==> src/rtl/fpm_pkg.sv <==
// Package: shared types and constants for the binary32 multiplier.
`timescale 1ns / 1ps
package fpm_pkg;
    localparam logic [31:0] QNAN_BITS = 32'h7FC0_0000;
    localparam logic [7:0]  EXP_ALL   = 8'hFF;
    localparam logic [9:0]  EXP_BIAS  = 10'd127;

    typedef enum logic [1:0] {
        CLS_NORMAL = 2'd0,
        CLS_NAN    = 2'd1,
        CLS_INF    = 2'd2,
        CLS_ZERO   = 2'd3
    } fp_class_t;

    // stage 1 -> stage 2 payload
    typedef struct packed {
        logic        sign;
        fp_class_t   cls;
        logic [9:0]  exp;
        logic [23:0] sig_a;
        logic [23:0] sig_b;
    } unpack_t;

    // stage 2 -> stage 3 payload
    typedef struct packed {
        logic        sign;
        fp_class_t   cls;
        logic [9:0]  exp;
        logic [47:0] prod;
    } mult_t;
endpackage

==> src/rtl/fpm_if.sv <==
// Interfaces: valid/ready channels for operand pairs and products.
`timescale 1ns / 1ps
interface fpm_in_if;
    logic        valid;
    logic        ready;
    logic [31:0] operand_a;
    logic [31:0] operand_b;
    modport source (output valid, output operand_a, output operand_b, input ready);
    modport sink   (input valid, input operand_a, input operand_b, output ready);
endinterface

interface fpm_out_if;
    logic        valid;
    logic        ready;
    logic [31:0] product;
    modport source (output valid, output product, input ready);
    modport sink   (input valid, input product, output ready);
endinterface

==> src/rtl/fpm_unpack.sv <==
// Stage 1 logic: classify operands and form sign, exponent sum, significands.
`timescale 1ns / 1ps
module fpm_unpack (
    input  logic            [31:0] operand_a,
    input  logic            [31:0] operand_b,
    output fpm_pkg::unpack_t       result
);
    import fpm_pkg::*;

    logic [7:0] ea, eb;
    logic       a_nan, b_nan, a_inf, b_inf, a_zero, b_zero;

    always_comb
    begin
        ea     = operand_a[30:23];
        eb     = operand_b[30:23];
        a_nan  = (ea == EXP_ALL) && (operand_a[22:0] != 23'd0);
        b_nan  = (eb == EXP_ALL) && (operand_b[22:0] != 23'd0);
        a_inf  = (ea == EXP_ALL) && (operand_a[22:0] == 23'd0);
        b_inf  = (eb == EXP_ALL) && (operand_b[22:0] == 23'd0);
        a_zero = (ea == 8'd0);
        b_zero = (eb == 8'd0);
        result.sign  = operand_a[31] ^ operand_b[31];
        result.exp   = {2'b00, ea} + {2'b00, eb} - EXP_BIAS;
        result.sig_a = {1'b1, operand_a[22:0]};
        result.sig_b = {1'b1, operand_b[22:0]};
        if (a_nan || b_nan || (a_inf && b_zero) || (b_inf && a_zero))
            result.cls = CLS_NAN;
        else if (a_inf || b_inf)
            result.cls = CLS_INF;
        else if (a_zero || b_zero)
            result.cls = CLS_ZERO;
        else
            result.cls = CLS_NORMAL;
    end
endmodule

==> src/rtl/fpm_round.sv <==
// Stage 3 logic: normalize, round to nearest even, and pack the result.
`timescale 1ns / 1ps
module fpm_round (
    input  fpm_pkg::mult_t        op,
    output logic           [31:0] product
);
    import fpm_pkg::*;

    logic [9:0]  exp;
    logic [24:0] mant;
    logic        guard, sticky;

    always_comb
    begin
        if (op.prod[47])
        begin
            exp    = op.exp + 10'd1;
            mant   = {1'b0, op.prod[47:24]};
            guard  = op.prod[23];
            sticky = |op.prod[22:0];
        end
        else
        begin
            exp    = op.exp;
            mant   = {1'b0, op.prod[46:23]};
            guard  = op.prod[22];
            sticky = |op.prod[21:0];
        end
        if (guard && (sticky || mant[0]))
            mant = mant + 25'd1;
        if (mant[24])
        begin
            mant = mant >> 1;
            exp  = exp + 10'd1;
        end
        // exp is signed in 10 bits: bit 9 set means negative
        case (op.cls)
            CLS_NAN:  product = QNAN_BITS;
            CLS_INF:  product = {op.sign, EXP_ALL, 23'd0};
            CLS_ZERO: product = {op.sign, 31'd0};
            default:
            begin
                if (exp[9] || exp == 10'd0)
                    product = {op.sign, 31'd0};
                else if (exp >= 10'd255)
                    product = {op.sign, EXP_ALL, 23'd0};
                else
                    product = {op.sign, exp[7:0], mant[22:0]};
            end
        endcase
    end
endmodule

==> src/rtl/fp32_multiplier.sv <==
// Top level: three-stage pipelined IEEE 754 binary32 multiplier.
//
//  Channel   Dir  Payload                  Transaction when
//  in_ch     in   operand_a, operand_b     in_ch.valid && in_ch.ready
//  out_ch    out  product                  out_ch.valid && out_ch.ready
//
// Pipeline stages: unpack, 24x24 significand multiply, round/pack.
// One transaction enters per cycle while out_ch is not stalled. Each stage
// advances when its successor is empty or advancing, so a stall on out_ch
// backs up the pipe without loss or repeat. Reset clears the stage valid
// bits only.
`timescale 1ns / 1ps
module fp32_multiplier (
    input  logic clk,
    input  logic rst_n,
    fpm_in_if.sink    in_ch,
    fpm_out_if.source out_ch
);
    import fpm_pkg::*;

    unpack_t     s1_next, s1_reg;
    mult_t       s2_reg;
    logic [31:0] s3_next, s3_reg;
    logic        v1_reg, v2_reg, v3_reg;
    logic        adv1, adv2, adv3;

    // stall chain: a stage takes new data when its output slot frees up
    assign adv3 = !v3_reg || out_ch.ready;
    assign adv2 = !v2_reg || adv3;
    assign adv1 = !v1_reg || adv2;
    assign in_ch.ready = adv1;

    fpm_unpack u_unpack (
        .operand_a (in_ch.operand_a),
        .operand_b (in_ch.operand_b),
        .result    (s1_next)
    );

    fpm_round u_round (
        .op      (s2_reg),
        .product (s3_next)
    );

    always_ff @(posedge clk or negedge rst_n)
    begin
        if (!rst_n)
        begin
            v1_reg <= 1'b0;
            v2_reg <= 1'b0;
            v3_reg <= 1'b0;
        end
        else
        begin
            if (adv1) v1_reg <= in_ch.valid;
            if (adv2) v2_reg <= v1_reg;
            if (adv3) v3_reg <= v2_reg;
        end
    end

    // payload: hold while stalled
    always_ff @(posedge clk)
    begin
        if (adv1 && in_ch.valid)
            s1_reg <= s1_next;
        if (adv2 && v1_reg)
        begin
            s2_reg.sign <= s1_reg.sign;
            s2_reg.cls  <= s1_reg.cls;
            s2_reg.exp  <= s1_reg.exp;
            s2_reg.prod <= s1_reg.sig_a * s1_reg.sig_b;
        end
        if (adv3 && v2_reg)
            s3_reg <= s3_next;
    end

    assign out_ch.valid   = v3_reg;
    assign out_ch.product = s3_reg;

    // a stalled output must not be overwritten
    a_hold_stall: assert property (@(posedge clk) disable iff (!rst_n)
        out_ch.valid && !out_ch.ready |=> out_ch.valid && $stable(out_ch.product))
        else $error("output changed during stall");

    // an accepted transaction reaches stage 2 next cycle when unstalled
    a_flow: assert property (@(posedge clk) disable iff (!rst_n)
        v1_reg && adv2 |=> v2_reg)
        else $error("stage 1 transaction dropped");

    // the input is stalled only when every stage holds a transaction
    a_ready: assert property (@(posedge clk) disable iff (!rst_n)
        !in_ch.ready |-> v1_reg && v2_reg && v3_reg)
        else $error("input stalled with empty stage");
endmodule
==> src/flat_wrapper.sv <==
// flat-port wrapper written by rule: the top's interface ports become plain ports
module fp32_multiplier_flat import fpm_pkg::*;
  (clk, rst_n, in_ch_valid, in_ch_operand_a, in_ch_operand_b, in_ch_ready, out_ch_valid, out_ch_product, out_ch_ready);
  fpm_in_if in_ch_i ();
  fpm_out_if out_ch_i ();
  input  logic clk;
  input  logic rst_n;
  input wire logic [$bits(in_ch_i.valid)-1:0] in_ch_valid;
  input wire logic [$bits(in_ch_i.operand_a)-1:0] in_ch_operand_a;
  input wire logic [$bits(in_ch_i.operand_b)-1:0] in_ch_operand_b;
  output wire logic [$bits(in_ch_i.ready)-1:0] in_ch_ready;
  output wire logic [$bits(out_ch_i.valid)-1:0] out_ch_valid;
  output wire logic [$bits(out_ch_i.product)-1:0] out_ch_product;
  input wire logic [$bits(out_ch_i.ready)-1:0] out_ch_ready;
  assign in_ch_i.valid = in_ch_valid;
  assign in_ch_i.operand_a = in_ch_operand_a;
  assign in_ch_i.operand_b = in_ch_operand_b;
  assign in_ch_ready = in_ch_i.ready;
  assign out_ch_valid = out_ch_i.valid;
  assign out_ch_product = out_ch_i.product;
  assign out_ch_i.ready = out_ch_ready;
  fp32_multiplier u_core (.clk(clk), .rst_n(rst_n), .in_ch(in_ch_i), .out_ch(out_ch_i));
endmodule
==> config.mk <==
export PLATFORM = sky130hd
export DESIGN_NAME = fp32_multiplier_flat
export DESIGN_NICKNAME = d
export VERILOG_FILES = /design/src/rtl/fpm_pkg.sv /design/src/rtl/fpm_if.sv /design/src/rtl/fpm_unpack.sv /design/src/rtl/fpm_round.sv /design/src/rtl/fp32_multiplier.sv /design/src/flat_wrapper.sv
export SDC_FILE = /design/constraint.sdc
export NUM_CORES = 2
export LEC_CHECK = 0
export ABC_AREA = 1
export BUFFER_PORTS_ARGS = -buffer_cell sky130_fd_sc_hd__buf_2
export CAP_MARGIN = 30
export CORE_MARGIN = 5
export CORE_UTILIZATION = 35
export DETAILED_ROUTE_END_ITERATION = 8
export HOLD_SLACK_MARGIN = 0.12
export PLACE_DENSITY = 0.54
export SKIP_LAST_GASP = 1
export SYNTH_ARGS = -nofsm -noshare
export SYNTH_HDL_FRONTEND = slang
export SYNTH_HIERARCHICAL = 1
export SYNTH_SLANG_ARGS = --single-unit
export TNS_END_PERCENT = 10
==> constraint.sdc <==
create_clock -name clk -period 6.39 [get_ports clk]
set_input_delay 0.639 -clock clk [delete_from_list [all_inputs] [get_ports clk]]
set_output_delay 0.639 -clock clk [all_outputs]
set_load 0.005 [all_outputs]
## Word-level counts from Yosys, hierarchy flattened

Index checks and enable logic that the tools add are counted.

| storage, ports and cells | value |
|---|---|
| flip-flop bits (word level) | 155 |
| latch bits | 0 |
| memory bits (writable) | 0 |
| ROM bits | 0 |
| bits of input ports | 68 |
| output and inout port bits | 34 |
| memories | 0 |

| operators by class | value |
|---|---|
| add/subtract/negate cells | 5 |
| $mul | 1 |
| div/mod/pow operators | 0 |
| magnitude comparators | 1 |
| equal/unequal tests | 5 |
| shift operators | 0 |
| multiplexer cells | 12 |
| bitwise logic cells | 1 |
| reduce and logical (&&, ||, !) cells | 32 |

Operator list:

| kind | count |
|---|---|
| $pmux W32 S3 | 1 |
| $mux W31 | 2 |
| $mul A24 B24 Y48 | 1 |
| $logic_not A23 Y1 | 2 |
| $reduce_bool A23 Y1 | 2 |
| $add A25 B1 Y25 const B | 1 |
| $mux W25 | 1 |
| $mux W24 | 1 |
| $mux W23 | 1 |
| $reduce_or A23 Y1 | 1 |
| $reduce_or A22 Y1 | 1 |
| $add A10 B1 Y10 const B | 2 |
| $mux W10 | 2 |
| $eq A8 B8 Y1 const B | 2 |
| $logic_not A8 Y1 | 2 |
| $ge A10 B8 Y1 const B | 1 |
| $logic_and A1 B1 Y1 | 10 |
| $logic_not A10 Y1 | 1 |
| $logic_or A1 B1 Y1 | 10 |
| $sub A9 B7 Y10 const B | 1 |
| $add A8 B8 Y9 | 1 |
| $eq A2 B2 Y1 const B | 2 |
| $mux W2 | 2 |
| $logic_not A1 Y1 | 3 |
| other kinds (3) | 4 |

## Logic depth before layout (Yosys ltp)

| logic depth | value |
|---|---|
| depth after elaboration | 10 |
| mapped depth | 29 |
| mapped depth without buffers | 28 |

## By module

Netlist, hierarchy kept.

Modules (own cells, without submodules):

| module | instances | cells an instance | area an instance (sq um) | sequential area each (sq um) |
|---|---|---|---|---|
| fp32_multiplier | 1 | 3046 | 25335.5 | 4699.5 |
| fpm_round | 1 | 518 | 2625.0 | 0.0 |
| fpm_unpack | 1 | 175 | 1064.8 | 0.0 |

## Worst setup path after synthesis

No wires, ideal clock.

| path | value |
|---|---|
| path type | reg-to-reg |
| start point | register u_core/s1_reg[3] in the netlist's numbering |
| end point | register u_core/s2_reg[39] in the netlist's numbering (data pin) |
| setup time | 0.252 ns |
| arrival time | 5.628 ns |
| required time | 6.138 ns |
| slack | 0.510 ns |
| cell stages (with the launch flop) | 27 |
| clock period less this slack | 5.880 ns |
| cell sequence | edfxtp_1 -> clkbuf_1 -> nand2_1 -> fa_1 -> inv_1 -> fa_1 -> inv_1 -> fa_1 -> inv_1 -> fa_1 -> inv_1 -> fa_1 -> inv_1 -> fa_1 -> inv_1 -> fa_1 -> inv_1 -> ha_1 -> nand2_2 -> nor2_2 -> nand2_1 -> nor2_1 -> nand2_1 -> nand3_2 -> nand2_1 -> nand3_1 -> nand2_1 |

| on the way | value |
|---|---|
| cells in the longest elaborated chain, start to end | 1 |

RTL lines:

| what | line | RTL |
|---|---|---|
| start: declaration | fp32_multiplier.sv:21 | `unpack_t s1_next, s1_reg;` |
| start signal: assignment | fp32_multiplier.sv:64 | `s1_reg <= s1_next;` |
| $mul A24 B24 Y48 | fp32_multiplier.sv:70 | `s2_reg.prod <= s1_reg.sig_a * s1_reg.sig_b;` |
| end: declaration | fp32_multiplier.sv:22 | `mult_t s2_reg;` |

No other way between the ends.
A chain may end at the register's enable or synchronous reset.

## Worst setup path in the final report

| path | value |
|---|---|
| start point | register u_core/s1_reg[44] in the netlist's numbering |
| end point | register u_core/s2_reg[42] in the netlist's numbering (data pin) |

The elaborated chain is that of the path after synthesis.

==> metrics.md <==
| Metric | Value |
|---|---|
| IO Pins | `between 100 and 150` |
| Placer Congestion | `~0.89` |
| I/O Buffers | `slightly above 100` |
| CTS buffer count | `17` |
| First-pass GRT wire length | `roughly 120000 µm` |
| DR vias/cell | `about 4.5` |
| TNS Setup | `0 ps` |
| Worst slew pin tran | `around 950 ps` |
| Cells after synthesis | `around 3700` |
| Iter 0 DRT Violations | `roughly 1100` |
| Syn Area/Cell | `between 7 and 8 µm²` |
| CP Max Fanout | `12` |
| Die width | `just under 300 µm` |
| Initial Utilization | `35.3%` |
| Worst-path cell chain | `buf_12 -> nand2_1 -> inv_1 -> fa_1 -> fa_1 -> inv_1 -> fa_1 -> fa_1 -> inv_1 -> fa_1 -> fa_1 -> inv_1 -> fa_1 -> inv_1 -> ha_2 -> nand2_1 -> nor2_2 -> nand2_1 -> nor2_1 -> nand2_1 -> nand3_2 -> nand2_1 -> nand3_1 -> nand2_1` |
| CP Buf/Inv Count | `6` |
| Max clock buf depth | `2` |
| Max cap viols | `0` |
| DRT Wirelength | `roughly 75000 µm` |
| Min Tclk post-route | `between 6000 and 7000 ps` |
| Final period util | `a little over nine tenths` |
| Die area | `0.0888 mm²` |
| Clk pin slew, worst setup/hold paths | `around 80 ps` |
| Post-Syn Area | `a little under 0.03 mm²` |
| Post-synth ARST share | `about 1.9%` |
| DR WL/cell | `roughly 15 µm` |
| Drc violations | `0` |
| Die height | `between 200 and 300 µm` |
| Rel. slew slack | `between 30 and 40%` |
| Core Box Area | `between 0.08 and 0.09 mm²` |
| Critical path arrival | `6390 ps` |
| Vias in the first global route | `~23000` |
| CTS Root Cell | `clkbuf_16` |
| Worst-Skew Late Latency | `approximately 500 ps` |
| Peak Freq | `~0.16 GHz` |
| Layout cells sized above 1 | `a little under an eighth` |
| Startpoint class of the critical path | `flop` |
| Vias | `22104` |
| Worst Clk Skew | `roughly 19 ps` |
| Place WS | `roughly 6.4 ps` |
| Number of flops mapped to enable cells by yosys | `154` |
| Area Growth Syn to Fin | `11.3%` |
| Rows | `about 110` |
| CP Capture Type | `flop` |
| Post-synth cell types | `46` |
| Nets | `around 4600` |
| Grt ovf | `0` |
| CTS tree | `done` |
| GRT Total Usage | `17.6%` |
| CP max stage delay | `slightly below 600 ps` |
| Slowest CP cell | `fa_1` |
| Final Hold Slack | `between 300 and 400 ps` |
| Crit Path Category | `flop to flop` |
| Antenna violations before repair | `0` |
| Post-synthesis register bit count | `around 160` |
| Most used cell, CP | `fa_1` |
| H-tree depth | `4` |
| Diode count | `0` |
| CTS Sinks | `about 160` |
| Worst setup margin | `roughly 250 ps` |
| Layout Utilization | `39.4%` |
| Delay-heaviest family, CP | `adder cells` |
| Hold Crit Class | `input port to flop` |
| Yosys Warn Count | `6` |
| CP required | `~6600 ps` |
| Drt first pass iters | `5` |
| Hpwl dp | `62500 µm` |
| Setup Viol. Count Final | `0` |
| Ys flop type | `edfxtp_1` |
| RSZ-0062 raised after global routing | `yes` |
| Final ANT Viol Nets | `0` |
| Largest net degree at the start of global routing | `between 60 and 70` |
| Result of the run | `completed` |
| Slew Limit Fails | `0` |
| Fin. Hold Viols | `0` |
| Seq/Total Area, Yosys | `between 15 and 20%` |
==> cell usage in the layout, fill, tap and decap left out, types with 5 or more instances in the layout <==
cell and count:
nand2_1 1128, inv_1 1077, fa_1 480, ha_1 192, edfxtp_1 154, nor2_1 151, buf_4 106, buf_2 101
nand3_1 67, nand2_2 51, xor2_1 40, buf_12 32, nand4_1 31, a21oi_1 30, nor2_2 25, nor2_4 19
clkbuf_16 17, o21ai_0 15, inv_2 14, nand3_2 11, nor3_2 11, a21oi_2 8, xnor2_1 8, nor3_1 8
or2_2 7, o21bai_1 6, clkinv_8 5, inv_8 5, a31oi_1 5, o21ai_1 5
==> through the flow <==
| step | instances | cell area (µm²) |
|---|---|---|
| 5_1_grt | 4930 | 32300 |
| 4_1_cts | 4910 | 32000 |
| 3_5_place_dp | 4874 | 31300 |
| 6_report | 4930 | 32300 |
| 3_3_place_gp | 4872 | 31300 |
| 2_1_floorplan | 3740 | 29000 |
==> cells in the mapped netlist, types with 5 or more instances <==
master | instances | area, µm²
fa_1 | 483 | 9670
nor3_1 | 8 | 40.0
a31oi_1 | 5 | 31.3
o21ai_1 | 5 | 25.0
inv_1 | 1079 | 4050
buf_6 | 6 | 67.6
nand4_1 | 31 | 194
nor2_2 | 19 | 119
buf_2 | 6 | 30.0
nor3_2 | 11 | 110
nand2_2 | 45 | 282
or2_2 | 7 | 43.8
nand3_2 | 11 | 110
o21bai_1 | 6 | 45.0
xor2_1 | 40 | 350
edfxtp_1 | 154 | 4620
xnor2_1 | 8 | 70.1
nor2_1 | 162 | 608
nand2_1 | 1135 | 4260
nand3_1 | 67 | 335
nor2_4 | 14 | 158
clkbuf_1 | 96 | 360
inv_2 | 13 | 48.8
o21ai_0 | 15 | 75.1
a21oi_1 | 38 | 190
ha_1 | 196 | 2450
buf_4 | 50 | 375
==> cells by family after synthesis <==
| family | after synthesis | synth area share [%] |
|---|---|---|
| and+or+nand+nor | 1525 | 22.0 |
| buffers and inverters | 1252 | 17.1 |
| adders and majority gates | 679 | 41.8 |
| DFF | 157 | 16.2 |
| AOI/OAI and AO/OA | 77 | 1.48 |
| xor gates and xnor gates | 48 | 1.45 |
| other | 1 | 0.0129 |
==> routing by layer <==
metal  GRT usage (%)  part of all wire [%]
met4            5.67                   3.3
met1            23.9                    45
met3            2.88                   5.3
met5               0                     0
met2            29.0                    46
==> path summary, 6_finish.rpt <==
path,startpoint,cells after the start,slack [ps],end
setup / recovery,u_core/s1_reg[44],24,250,u_core/s2_reg[42]
hold / removal,in_ch_operand_b[20],1,320,u_core/s1_reg[20]
setup reg to reg,u_core/s1_reg[44],24,250,u_core/s2_reg[42]
hold reg to reg,u_core/s1_reg[52],0,430,u_core/s2_reg[52]
max in group asynchronous,rst_n,2,5810,u_core/v1_reg
min in group asynchronous,rst_n,2,470,u_core/out_ch.valid
==> area by class of cell <==
class	instances	area, µm²
inverters	1093	4100
well taps	1070	1340
clock inverters	15	188
fillers	8474	49800
flip-flops and latches	157	4700
repair buffers	247	2030
clock buffers	17	425
multi-input cells	2331	19500
==> repair_timing <==
action	CTS	global route
hold endpoints to repair	3	0
hold buffers	1	0
resized for setup	0	40
buffers inserted	3	19
setup endpoints to repair	2	30
pin swaps	0	3
Power is left out: the tool's default activity adds up to more than one toggle a clock period on the data nets, which glitch-free logic cannot reach.
